File: config.mk
export PLATFORM = sky130hd
export DESIGN_NAME = ordered_list_insert_delete
export DESIGN_NICKNAME = d
export VERILOG_FILES = /design/src/rtl/ordl_pkg.sv /design/src/rtl/ordl_cell.sv /design/src/rtl/ordered_list_insert_delete.sv
export SDC_FILE = /design/constraint.sdc
export NUM_CORES = 1
export LEC_CHECK = 0
export ABC_AREA = 1
export BUFFER_PORTS_ARGS = -buffer_cell sky130_fd_sc_hd__buf_2
export CAP_MARGIN = 15
export CELL_PAD_IN_SITES_DETAIL_PLACEMENT = 1
export CELL_PAD_IN_SITES_GLOBAL_PLACEMENT = 1
export CORE_ASPECT_RATIO = 0.75
export CORE_MARGIN = 2
export CORE_UTILIZATION = 35
export CTS_CLUSTER_DIAMETER = 80
export DETAILED_ROUTE_END_ITERATION = 8
export GPL_TIMING_DRIVEN = 0
export PLACE_DENSITY_LB_ADDON = 0.1
export SETUP_SLACK_MARGIN = 0.2
export SKIP_CTS_REPAIR_TIMING = 1
export SLEW_MARGIN = 20
export SYNTH_ARGS = -nofsm -noshare
export SYNTH_HDL_FRONTEND = slang
export SYNTH_SLANG_ARGS = --single-unit
File: constraint.sdc
create_clock -name i_clk -period 9.7 [get_ports i_clk]
set_input_delay 2.425 -clock i_clk [delete_from_list [all_inputs] [get_ports i_clk]]
set_output_delay 2.425 -clock i_clk [all_outputs]
set_load 0.05 [all_outputs]
File: src/rtl/ordl_pkg.sv
// Shared types and constants for the ordered list block.
// Used by ordl_cell and ordered_list_insert_delete; no dependencies.
`timescale 1ns / 1ps

package ordl_pkg;

    // Default list capacity and fixed field widths
    localparam int CAPACITY_DEF = 16;
    localparam int OP_W         = 3;
    localparam int VALUE_W      = 32;
    localparam int POS_W        = 5;
    localparam int STATUS_W     = 2;
    localparam int COUNT_W      = 5;

    // Operation codes carried by a request
    typedef enum logic [OP_W-1:0] {
        OP_INS_TAIL = 3'd0,
        OP_INS_HEAD = 3'd1,
        OP_DEL_HEAD = 3'd2,
        OP_INS_AT   = 3'd3,
        OP_DEL_AT   = 3'd4,
        OP_READ_OUT = 3'd5
    } t_op;

    // Result status codes
    typedef enum logic [STATUS_W-1:0] {
        ST_OK     = 2'd0,
        ST_EMPTY  = 2'd1,
        ST_BADIDX = 2'd2,
        ST_FULL   = 2'd3
    } t_status;

    // Per-cell load selects; at most one is set, none means hold
    typedef struct packed {
        logic take_bcast;
        logic take_left;
        logic take_right;
    } t_cell_ctl;

endpackage

File: src/rtl/ordl_cell.sv
// One storage cell of the list: holds a single element and loads from its
// left or right neighbor or from the shared broadcast bus. Depends on ordl_pkg.
`timescale 1ns / 1ps

module ordl_cell (
    input  logic                                   i_clk,
    input  ordl_pkg::t_cell_ctl                    i_ctl,
    input  logic signed [ordl_pkg::VALUE_W-1:0]    i_bcast,
    input  logic signed [ordl_pkg::VALUE_W-1:0]    i_left,
    input  logic signed [ordl_pkg::VALUE_W-1:0]    i_right,
    output logic signed [ordl_pkg::VALUE_W-1:0]    o_q
);

    logic signed [ordl_pkg::VALUE_W-1:0] r_q;
    logic signed [ordl_pkg::VALUE_W-1:0] n_q;

    // Source select: broadcast wins, then shift right (insert), then shift left
    always_comb begin
        if (i_ctl.take_bcast) begin
            n_q = i_bcast;
        end else if (i_ctl.take_left) begin
            n_q = i_left;
        end else if (i_ctl.take_right) begin
            n_q = i_right;
        end else begin
            n_q = r_q;
        end
    end

    // Payload only, no reset
    always_ff @(posedge i_clk) begin
        r_q <= n_q;
    end

    assign o_q = r_q;

endmodule

File: src/rtl/ordered_list_insert_delete.sv
// Bounded ordered list held in a chain of shift cells (head in cell 0).
// Edits (insert/delete at head, tail or index): result registered in the cycle
// after the request, a new request every cycle while not busy. Read out of N
// elements: busy, one result per cycle as the chain rotates past cell 0.
// Synchronous active-low reset empties the list; element storage is not reset.
// The receiver cannot stall: each result strobe lasts exactly one cycle.
`timescale 1ns / 1ps

module ordered_list_insert_delete #(
    parameter int CAPACITY = ordl_pkg::CAPACITY_DEF
) (
    input  logic                                    i_clk,
    input  logic                                    i_rst_n,
    input  logic                                    start,
    output logic                                    busy,
    input  logic [ordl_pkg::OP_W-1:0]               i_operation,
    input  logic signed [ordl_pkg::VALUE_W-1:0]     i_value,
    input  logic [ordl_pkg::POS_W-1:0]              i_position,
    output logic                                    o_valid,
    output logic [ordl_pkg::STATUS_W-1:0]           o_status,
    output logic signed [ordl_pkg::VALUE_W-1:0]     o_element,
    output logic [ordl_pkg::COUNT_W-1:0]            o_count,
    output logic                                    o_last
);

    localparam int CW    = $clog2(CAPACITY + 1);
    localparam int IW    = $clog2(CAPACITY);
    localparam int CMP_W = (CW > ordl_pkg::POS_W) ? CW : ordl_pkg::POS_W;

    typedef enum logic {
        ST_IDLE,
        ST_READ
    } t_state;

    t_state                                  r_state;
    logic                                    r_valid;
    logic [CW-1:0]                           r_occ;
    logic [CW-1:0]                           n_occ;
    logic [IW-1:0]                           r_rd_idx;
    ordl_pkg::t_status                       r_status;
    logic signed [ordl_pkg::VALUE_W-1:0]     r_element;
    logic [ordl_pkg::COUNT_W-1:0]            r_count;
    logic                                    r_last;

    logic                                    accept;
    logic                                    full;
    logic                                    rot;
    logic                                    rd_last;
    logic                                    ins_en;
    logic                                    del_en;
    logic                                    rd_en;
    logic                                    ins_fire;
    logic                                    del_fire;
    logic                                    rd_fire;
    logic [CW-1:0]                           edit_pos;
    logic [CW-1:0]                           occ_m1;
    logic [CMP_W-1:0]                        pos_c;
    logic [CMP_W-1:0]                        occ_c;
    ordl_pkg::t_status                       res_status;
    logic signed [ordl_pkg::VALUE_W-1:0]     bcast;

    ordl_pkg::t_cell_ctl                     cell_ctl [CAPACITY];
    logic signed [ordl_pkg::VALUE_W-1:0]     cell_q   [CAPACITY];

    assign busy     = (r_state == ST_READ);
    assign accept   = start && !busy;
    assign rot      = (r_state == ST_READ);
    assign full     = (r_occ == CW'(CAPACITY));
    assign occ_m1   = r_occ - CW'(1);
    assign pos_c    = CMP_W'(i_position);
    assign occ_c    = CMP_W'(r_occ);
    assign rd_last  = (CW'(r_rd_idx) == occ_m1);

    // Request decode: status and which edit, if any
    always_comb begin
        ins_en     = 1'b0;
        del_en     = 1'b0;
        rd_en      = 1'b0;
        edit_pos   = '0;
        res_status = ordl_pkg::ST_OK;
        case (ordl_pkg::t_op'(i_operation))
            ordl_pkg::OP_INS_TAIL: begin
                if (full) begin
                    res_status = ordl_pkg::ST_FULL;
                end else begin
                    ins_en   = 1'b1;
                    edit_pos = r_occ;
                end
            end
            ordl_pkg::OP_INS_HEAD: begin
                if (full) begin
                    res_status = ordl_pkg::ST_FULL;
                end else begin
                    ins_en = 1'b1;
                end
            end
            ordl_pkg::OP_DEL_HEAD: begin
                if (r_occ == '0) begin
                    res_status = ordl_pkg::ST_EMPTY;
                end else begin
                    del_en = 1'b1;
                end
            end
            ordl_pkg::OP_INS_AT: begin
                // index checked before fullness
                if (pos_c > occ_c) begin
                    res_status = ordl_pkg::ST_BADIDX;
                end else if (full) begin
                    res_status = ordl_pkg::ST_FULL;
                end else begin
                    ins_en   = 1'b1;
                    edit_pos = CW'(i_position);
                end
            end
            ordl_pkg::OP_DEL_AT: begin
                // emptiness checked before index
                if (r_occ == '0) begin
                    res_status = ordl_pkg::ST_EMPTY;
                end else if (pos_c >= occ_c) begin
                    res_status = ordl_pkg::ST_BADIDX;
                end else begin
                    del_en   = 1'b1;
                    edit_pos = CW'(i_position);
                end
            end
            ordl_pkg::OP_READ_OUT: begin
                if (r_occ == '0) begin
                    res_status = ordl_pkg::ST_EMPTY;
                end else begin
                    rd_en = 1'b1;
                end
            end
            default: begin
                res_status = ordl_pkg::ST_OK;
            end
        endcase
    end

    assign ins_fire = accept && ins_en;
    assign del_fire = accept && del_en;
    assign rd_fire  = accept && rd_en;

    // Next occupancy
    always_comb begin
        if (ins_fire) begin
            n_occ = r_occ + CW'(1);
        end else if (del_fire) begin
            n_occ = r_occ - CW'(1);
        end else begin
            n_occ = r_occ;
        end
    end

    // Broadcast: new value on insert, head wraps to tail slot on rotate
    assign bcast = rot ? cell_q[0] : i_value;

    // Per-cell selects
    always_comb begin
        for (int i = 0; i < CAPACITY; i++) begin
            cell_ctl[i].take_bcast = (ins_fire && (CW'(i) == edit_pos))
                                  || (rot && (CW'(i) == occ_m1));
            cell_ctl[i].take_left  = ins_fire && (CW'(i) > edit_pos);
            cell_ctl[i].take_right = (del_fire && (CW'(i) >= edit_pos))
                                  || (rot && (CW'(i) < occ_m1));
        end
    end

    // Cell chain; ends tie to the broadcast bus (head end never selected there)
    for (genvar g = 0; g < CAPACITY; g++) begin : g_cell
        logic signed [ordl_pkg::VALUE_W-1:0] left_d;
        logic signed [ordl_pkg::VALUE_W-1:0] right_d;

        if (g == 0) begin : g_head
            assign left_d = bcast;
        end else begin : g_mid_l
            assign left_d = cell_q[g-1];
        end

        if (g == CAPACITY - 1) begin : g_tail
            assign right_d = bcast;
        end else begin : g_mid_r
            assign right_d = cell_q[g+1];
        end

        ordl_cell u_cell (
            .i_clk   (i_clk),
            .i_ctl   (cell_ctl[g]),
            .i_bcast (bcast),
            .i_left  (left_d),
            .i_right (right_d),
            .o_q     (cell_q[g])
        );
    end

    // Control state and registered results
    always_ff @(posedge i_clk) begin
        if (!i_rst_n) begin
            r_state  <= ST_IDLE;
            r_valid  <= 1'b0;
            r_occ    <= '0;
            r_rd_idx <= '0;
        end else begin
            r_occ <= n_occ;
            case (r_state)
                ST_IDLE: begin
                    r_valid   <= accept && !rd_en;
                    r_status  <= res_status;
                    r_element <= '0;
                    r_count   <= ordl_pkg::COUNT_W'(n_occ);
                    r_last    <= 1'b1;
                    r_rd_idx  <= '0;
                    if (rd_fire) begin
                        r_state <= ST_READ;
                    end
                end
                ST_READ: begin
                    r_valid   <= 1'b1;
                    r_status  <= ordl_pkg::ST_OK;
                    r_element <= cell_q[0];
                    r_count   <= ordl_pkg::COUNT_W'(r_occ);
                    r_last    <= rd_last;
                    r_rd_idx  <= r_rd_idx + IW'(1);
                    if (rd_last) begin
                        r_state <= ST_IDLE;
                    end
                end
                default: begin
                    r_state <= ST_IDLE;
                    r_valid <= 1'b0;
                end
            endcase
        end
    end

    assign o_valid   = r_valid;
    assign o_status  = r_status;
    assign o_element = r_element;
    assign o_count   = r_count;
    assign o_last    = r_last;

`ifndef SYNTHESIS
    // Occupancy never exceeds the number of cells
    a_occ_bound: assert property (@(posedge i_clk) disable iff (!i_rst_n)
        r_occ <= CW'(CAPACITY))
        else $error("occupancy above capacity");

    // A read out only runs on a non-empty list
    a_read_nonempty: assert property (@(posedge i_clk) disable iff (!i_rst_n)
        busy |-> (r_occ != '0))
        else $error("read out on empty list");

    // Read out results come back to back until the last one
    a_read_burst: assert property (@(posedge i_clk) disable iff (!i_rst_n)
        (o_valid && !o_last) |=> o_valid)
        else $error("gap inside read out burst");

    // Occupancy does not change during a read out
    a_read_hold: assert property (@(posedge i_clk) disable iff (!i_rst_n)
        (busy && $past(busy)) |-> $stable(r_occ))
        else $error("occupancy changed during read out");
`endif

endmodule
==> results of run 1 <==
[metal layers]
layer | global-route usage (%) | vias to the layer above
met1 | 42.2 | 14015
met4 | 5.49 | 0
met5 | 0 | -
li1 | - | 13053
met2 | 40.5 | 749
met3 | 3.35 | 134
[final cells by class]
type / count / share of cell area (%)
flip-flops and latches: 563 / 47.4
multi-input cells: 2668 / 32.8
clock buffers: 95 / 5.14
inverters: 427 / 4.52
well taps: 1152 / 4.06
plain buffers: 248 / 3.28
repair buffers: 115 / 2.31
clock inverters: 26 / 0.508
diodes: 6 / 0.0423
[worst paths after layout]
kind | startpoint | to | slack (ns) | depth (start not counted)
max | i_position[4] | g_cell[10].u_cell.o_q[18]$_DFFE_PP_ | 3.34 | 15
min | r_rd_idx[0]$_SDFF_PN0_ | r_rd_idx[0]$_SDFF_PN0_ | 0.48 | 1
max reg2reg | occ_c[0]$_SDFF_PN0_ | g_cell[0].u_cell.o_q[10]$_DFFE_PP_ | 4.24 | 13
min reg2reg | r_rd_idx[0]$_SDFF_PN0_ | r_rd_idx[0]$_SDFF_PN0_ | 0.48 | 1
[flip-flops by register name, summed over array words and instances (netlist names)]
signal,cells
g_cell.u_cell.o_q,512
o_element,32
o_count,5
occ_c,5
r_rd_idx,4
o_status,2
busy,1
o_last,1
o_valid,1
[where the power goes]
group	internal, mW	switching [mW]	leakage [nW]
sequential	2.87	0.0566	5.22
clock	1.35	1.12	0.977
combinational	0.216	0.592	9.84
total	4.43	1.77	16.0
[Yosys cell counts (3+ instances only)]
cell,count
nand3_2,5
nand2_1,1689
clkinv_1,10
xnor2_1,4
edfxtp_1,552
nand2_2,4
nor2_4,6
nor3_1,3
a21oi_1,48
nand4_1,24
o22ai_1,4
inv_1,401
o211ai_1,4
dfxtp_1,11
nand3_1,377
nor2_1,43
nor2_2,11
o21ai_2,4
buf_4,9
inv_2,16
buf_2,110
nand3b_1,5
buf_1,12
o21ai_0,331
clkbuf_1,109
buf_6,8
xor2_1,6
ha_1,11
o21ai_1,70
[logic make-up after synthesis]
group,after synthesis,synth area share (%)
and+or+nand+nor,2177,28.7
buffers and inverters,675,8.88
DFF,563,53.9
AOI/OAI and AO/OA,470,7.77
adders and majority gates,11,0.442
xor gates and xnor gates,10,0.281
==> metrics.txt, run 1 <==
total gr overflow 0; Most used DFF post-synth edfxtp_1; Sink Count roughly 560; pwr dens 175 nW/µm²; Fin Setup TNS 0 ns; Placeable Area about 90,000 µm²; most frequent cells in the layout nand2_1 (1,687), edfxtp_1 (552), inv_1 (401), nand3_1 (374), o21ai_0 (331); first-pass GRT wire length between 150 and 200 mm; most common cell after layout, fill and taps aside nand2_1; WL met2 between 50 and 60 mm; synthesized flop and latch total between 500 and 600; pin count of the biggest net entering global routing 33; metal3 WL roughly 7 mm; Ports 85; chain of cells forming the critical path buf_2 -> ha_1 -> a21oi_1 -> nand3_1 -> nor2_1 -> nand3_1 -> nand2_1 -> a21boi_4 -> nand2_1 -> nand2_1 -> nand2_1 -> clkbuf_1 -> nand4_1 -> buf_6 -> buf_6; Design Power 6.20 mW; Worst VDD drop around 0.11 mV; Worst-Skew Late Latency 0.65 ns; Post-Layout Cell Count between 5,000 and 6,000; LEAKAGE roughly 16 nW; period utilization about 66%; Seq. cell area 16,800 µm²; RSZ-0062 raised after global routing no; vias per cell roughly 5.3; EDFF count, synth around 550; fraction of layout cells with a size suffix above 1 a little under a tenth; DP Cell Count around 5,200; vias in the first global route roughly 28,000; DR iter-0 viols 2,494; post-synth net total between 3,000 and 4,000; RePlAce Congestion 0.882; WP buf/inv 4; Residual DRC 0; Worst-Margin Slew roughly 1.2 ns; uppermost layer routed met4; Reg clk slew, reported paths approximately 0.06 ns; Setup Skew 0.0312 ns; Post-synth ARST share 0%; Root Driver clkbuf_16; min-delay worst type reg2reg; fraction of the yosys area taken by sequential cells 53.9%; nets@finish approximately 4,100; critical path class in2reg; Post-DP HPWL 99.9 mm; H-tree Lvls 3; Peak Freq about 160 MHz; CP Launch Type primary input; ANT nets after route 0; Clock Tree Buf Depth 3; Slowest-stage cell, CP nand4_1; Critical Path End Type flop; cells after synthesis ~3,900; CP top delay family simple AND/OR/NAND/NOR gates; Yosys warning count 0; die width between 300 and 400 µm; footprint of the multi-input gates 11,600 µm²; Mapped Avg Cell Area ~8 µm²; outcome complete, no violations; chip height 262 µm; post-synth cell types 45; minimum clock period between 6 and 7 ns; Fin Hold WS between 0.4 and 0.5 ns; Syn-to-layout area delta 13.9%; max cap viols 0; Synth area leader edfxtp_1; WL final ~130 mm; DRT met1 WL between 60 and 70 mm; IO buf count 84; Max Slew Vio Count 0; Worst EP arrival between 6 and 7 ns; design area ~35,000 µm²; filler instances about 11,000; Area contributors post-synth edfxtp_1 (53%), nand2_1 (20%), nand3_1 (6.1%), o21ai_0 (5.3%), inv_1 (4.8%); Required @ worst endpoint between 10 and 15 ns; drt pass-1 iters 5; total CTS buffers 67; Place WS ~2.7 ns; Relative slew margins between 10% and 20%; final core occ slightly above 40%; Site Rows 94; cell mode on critical path nand2_1; Total Routing Usage GR between 20% and 30%; starting density of the core 35.4%; Avg WL per Cell 23.8 µm; Placed Area between 30,000 and 40,000 µm²; initial antenna violation count 5; worst setup margin 3.34 ns; Vias about 28,000; Die ar. 91,400 µm²; CTS tree built; Hold Vio Cnt, Final 0; area share of the largest cell type after synthesis a little over half; Largest stage delay, worst path 0.79 ns; # setup viols final 0; Netlist Area Pre-Place ~31,000 µm²; critical path fanouts, max 12
(Power assumes the default switching activity.)
==> run 2, diff against run 1 <==
==> constraint.sdc (replaced) <==
create_clock -name i_clk -period 5.4 [get_ports i_clk]
set_input_delay 1.35 -clock i_clk [delete_from_list [all_inputs] [get_ports i_clk]]
set_output_delay 1.35 -clock i_clk [all_outputs]
set_load 0.05 [all_outputs]
==> run 2 against run 1 <==
Count of clock-buffer cells in the layout unchanged. Critical endpoint is now g_cell[10].u_cell.o_q[11]$_DFFE_PP_. Routed wire length increased by 0.11%. Largest power group unchanged. Combinational power grew 82%. Final area increased by 0.37%. Register-to-register slack got worse by 3.8 ns.
==> metrics.txt, run 2 (synthesis gave the netlist of run 1 again) <==
nets@finish 4,161 (+0.41%); period utilization 92.3%; CTS tree built; Largest stage delay, worst path 0.49 ns (-0.30 ns); Placeable Area 88,000 µm² (unchanged); Setup Skew 0.0312 ns (-0.0000781 ns); critical path fanouts, max 12 (unchanged); chip height 262 µm (unchanged); Syn-to-layout area delta 14.3%; total CTS buffers 67 (unchanged); Total Routing Usage GR 27.2% (about the same); drt pass-1 iters 5 (unchanged); CP Launch Type flop; Vias 27,974 (+0.082%); Reg clk slew, reported paths 0.06 ns (about the same); H-tree Lvls 3 (unchanged); fraction of layout cells with a size suffix above 1 9.83% (+0.42 points); Worst-Skew Late Latency 0.65 ns (about the same); hold path start r_rd_idx[0]$_SDFF_PN0_; Required @ worst endpoint 5.74 ns (-4.36 ns); final core occ 40.5% (+0.15 points); RePlAce Congestion 0.882 (unchanged); Fin Setup TNS 0 ns (unchanged); Sink Count 563 (unchanged); hold depth 1 (unchanged); initial antenna violation count 5 (unchanged); RR Startpoint occ_c[0]$_SDFF_PN0_; max FFs per register 512 (unchanged); LEAKAGE 16.1 nW (+0.55%); IO buf count 84 (unchanged); ANT nets after route 0 (unchanged); Reg-to-Reg End g_cell[10].u_cell.o_q[11]$_DFFE_PP_; Relative slew margins 19.2% (+0.040 points); first-pass GRT wire length 185 mm (about the same); design area 35,600 µm² (+0.37%); min-delay worst type reg2reg; Max Slew Vio Count 0 (unchanged); Placed Area 33,500 µm² (unchanged); RSZ-0062 raised after global routing no; Worst EP arrival 5.33 ns (-1.43 ns); Ports 85 (unchanged); Worst VDD drop 0.201 mV (+82%); outcome complete, no violations; Site Rows 94 (unchanged); most frequent cells in the layout nand2_1 (1,687), edfxtp_1 (552), inv_1 (401), nand3_1 (373), o21ai_0 (331); Design Power 11.2 mW (+80%); Clock Tree Buf Depth 3 (unchanged); Reg2Reg Depth 17 (+4); WHS Endpoint r_rd_idx[0]$_SDFF_PN0_; Root Driver clkbuf_16; vias per cell 5.26 (-0.18%); pwr dens 314 nW/µm² (+79%); pin count of the biggest net entering global routing 33 (unchanged); Hold Vio Cnt, Final 0 (unchanged); Residual DRC 0 (unchanged); most common cell after layout, fill and taps aside nand2_1; minimum clock period roughly 5.0 ns; Die ar. 91,400 µm² (unchanged); Critical Path End Type flop; cell mode on critical path inv_1; Peak Freq between 200 and 250 MHz; DR iter-0 viols 2,515 (+0.84%); critical path class reg2reg; reg2reg setup slack 0.41 ns (-3.83 ns); chain of cells forming the critical path buf_2 -> inv_1 -> ha_1 -> nand3_1 -> xor2_1 -> inv_1 -> nor2_1 -> inv_1 -> nor2_1 -> nand3_1 -> nand2_1 -> inv_1 -> buf_2 -> nand4_1 -> buf_4 -> buf_6 -> buf_6; starting density of the core 35.4% (unchanged); # setup viols final 0 (unchanged); WL final 126 mm (+0.11%); die width 348 µm (unchanged); Fin Hold WS 0.488 ns (+0.00576 ns); Worst-Margin Slew 1.21 ns (-0.000607 ns); total gr overflow 0 (unchanged); max cap viols 0 (unchanged); vias in the first global route 28,231 (+0.028%); Slowest-stage cell, CP dfxtp_1; Post-DP HPWL 99.9 mm (unchanged); Avg WL per Cell 23.8 µm (-0.15%)
-- run 2: changes by cell type in the layout (fill, tap and decap cells not counted) --
cell	delta
nand3_2	+1
xor2_2	+1
xor2_1	-1
diode_2	-3
buf_4	+17
nand3_1	-1
-- run 2: worst max-delay path, delay by kind of cell, from the launching register on --
family                     cells  cell delay, ns
buffers and inverters          9            2.11
and+or+nand+nor                6            1.34
DFF                            1            0.49
xor gates and xnor gates       1            0.41
adders and majority gates      1            0.33
-- run 2: area by class of cell --
cell class | count | area (µm²)
Inverter | 427 | 1600
Timing Repair Buffer | 132 | 946
Multi-Input combinational cell | 2668 | 11600
Sequential cell | 563 | 16800
Buffer | 248 | 1160
Fill cell | 10672 | 52400
Tap cell | 1152 | 1440
Antenna cell | 3 | 7.51
Clock buffer | 95 | 1820
Clock inverter | 26 | 180
-- run 2: worst max path at each step --
stage	startpoint	to	depth (start not counted)
3_3_place_gp	i_position[4]	g_cell[15].u_cell.o_q[16]$_DFFE_PP_	16
4_1_cts	i_position[4]	g_cell[10].u_cell.o_q[11]$_DFFE_PP_	17
6_report	occ_c[0]$_SDFF_PN0_	g_cell[10].u_cell.o_q[11]$_DFFE_PP_	17
2_1_floorplan	i_position[4]	g_cell[15].u_cell.o_q[0]$_DFFE_PP_	12
5_1_grt	occ_c[0]$_SDFF_PN0_	g_cell[1].u_cell.o_q[13]$_DFFE_PP_	16
3_5_place_dp	i_position[4]	g_cell[10].u_cell.o_q[16]$_DFFE_PP_	17
-- run 2: through the flow --
stage / setup slack [ns] / cells
after global placement: -1.83 / 5142
after floorplan: 0.430 / 3906
after CTS: 0.153 / 5294
after detailed placement: -0.500 / 5173
after global routing: 0.231 / 5311
final: 0.415 / 5314
-- run 2: power by group --
part	internal [mW]	total, mW	switching [mW]
clock	2.42	4.43	2.01
combinational	0.400	1.47	1.07
sequential	5.16	5.26	0.102
-- run 2: routing by layer --
layer | GRT usage, % | up-vias | part of all wire (%) | routed length (µm)
met5 | 0 | - | 0 | 0
met4 | 5.58 | 0 | 1.8 | 2310
met3 | 3.31 | 130 | 5.0 | 6300
met2 | 40.4 | 699 | 43 | 53800
met1 | 42.3 | 14064 | 51 | 63800
li1 | - | 13081 | - | -
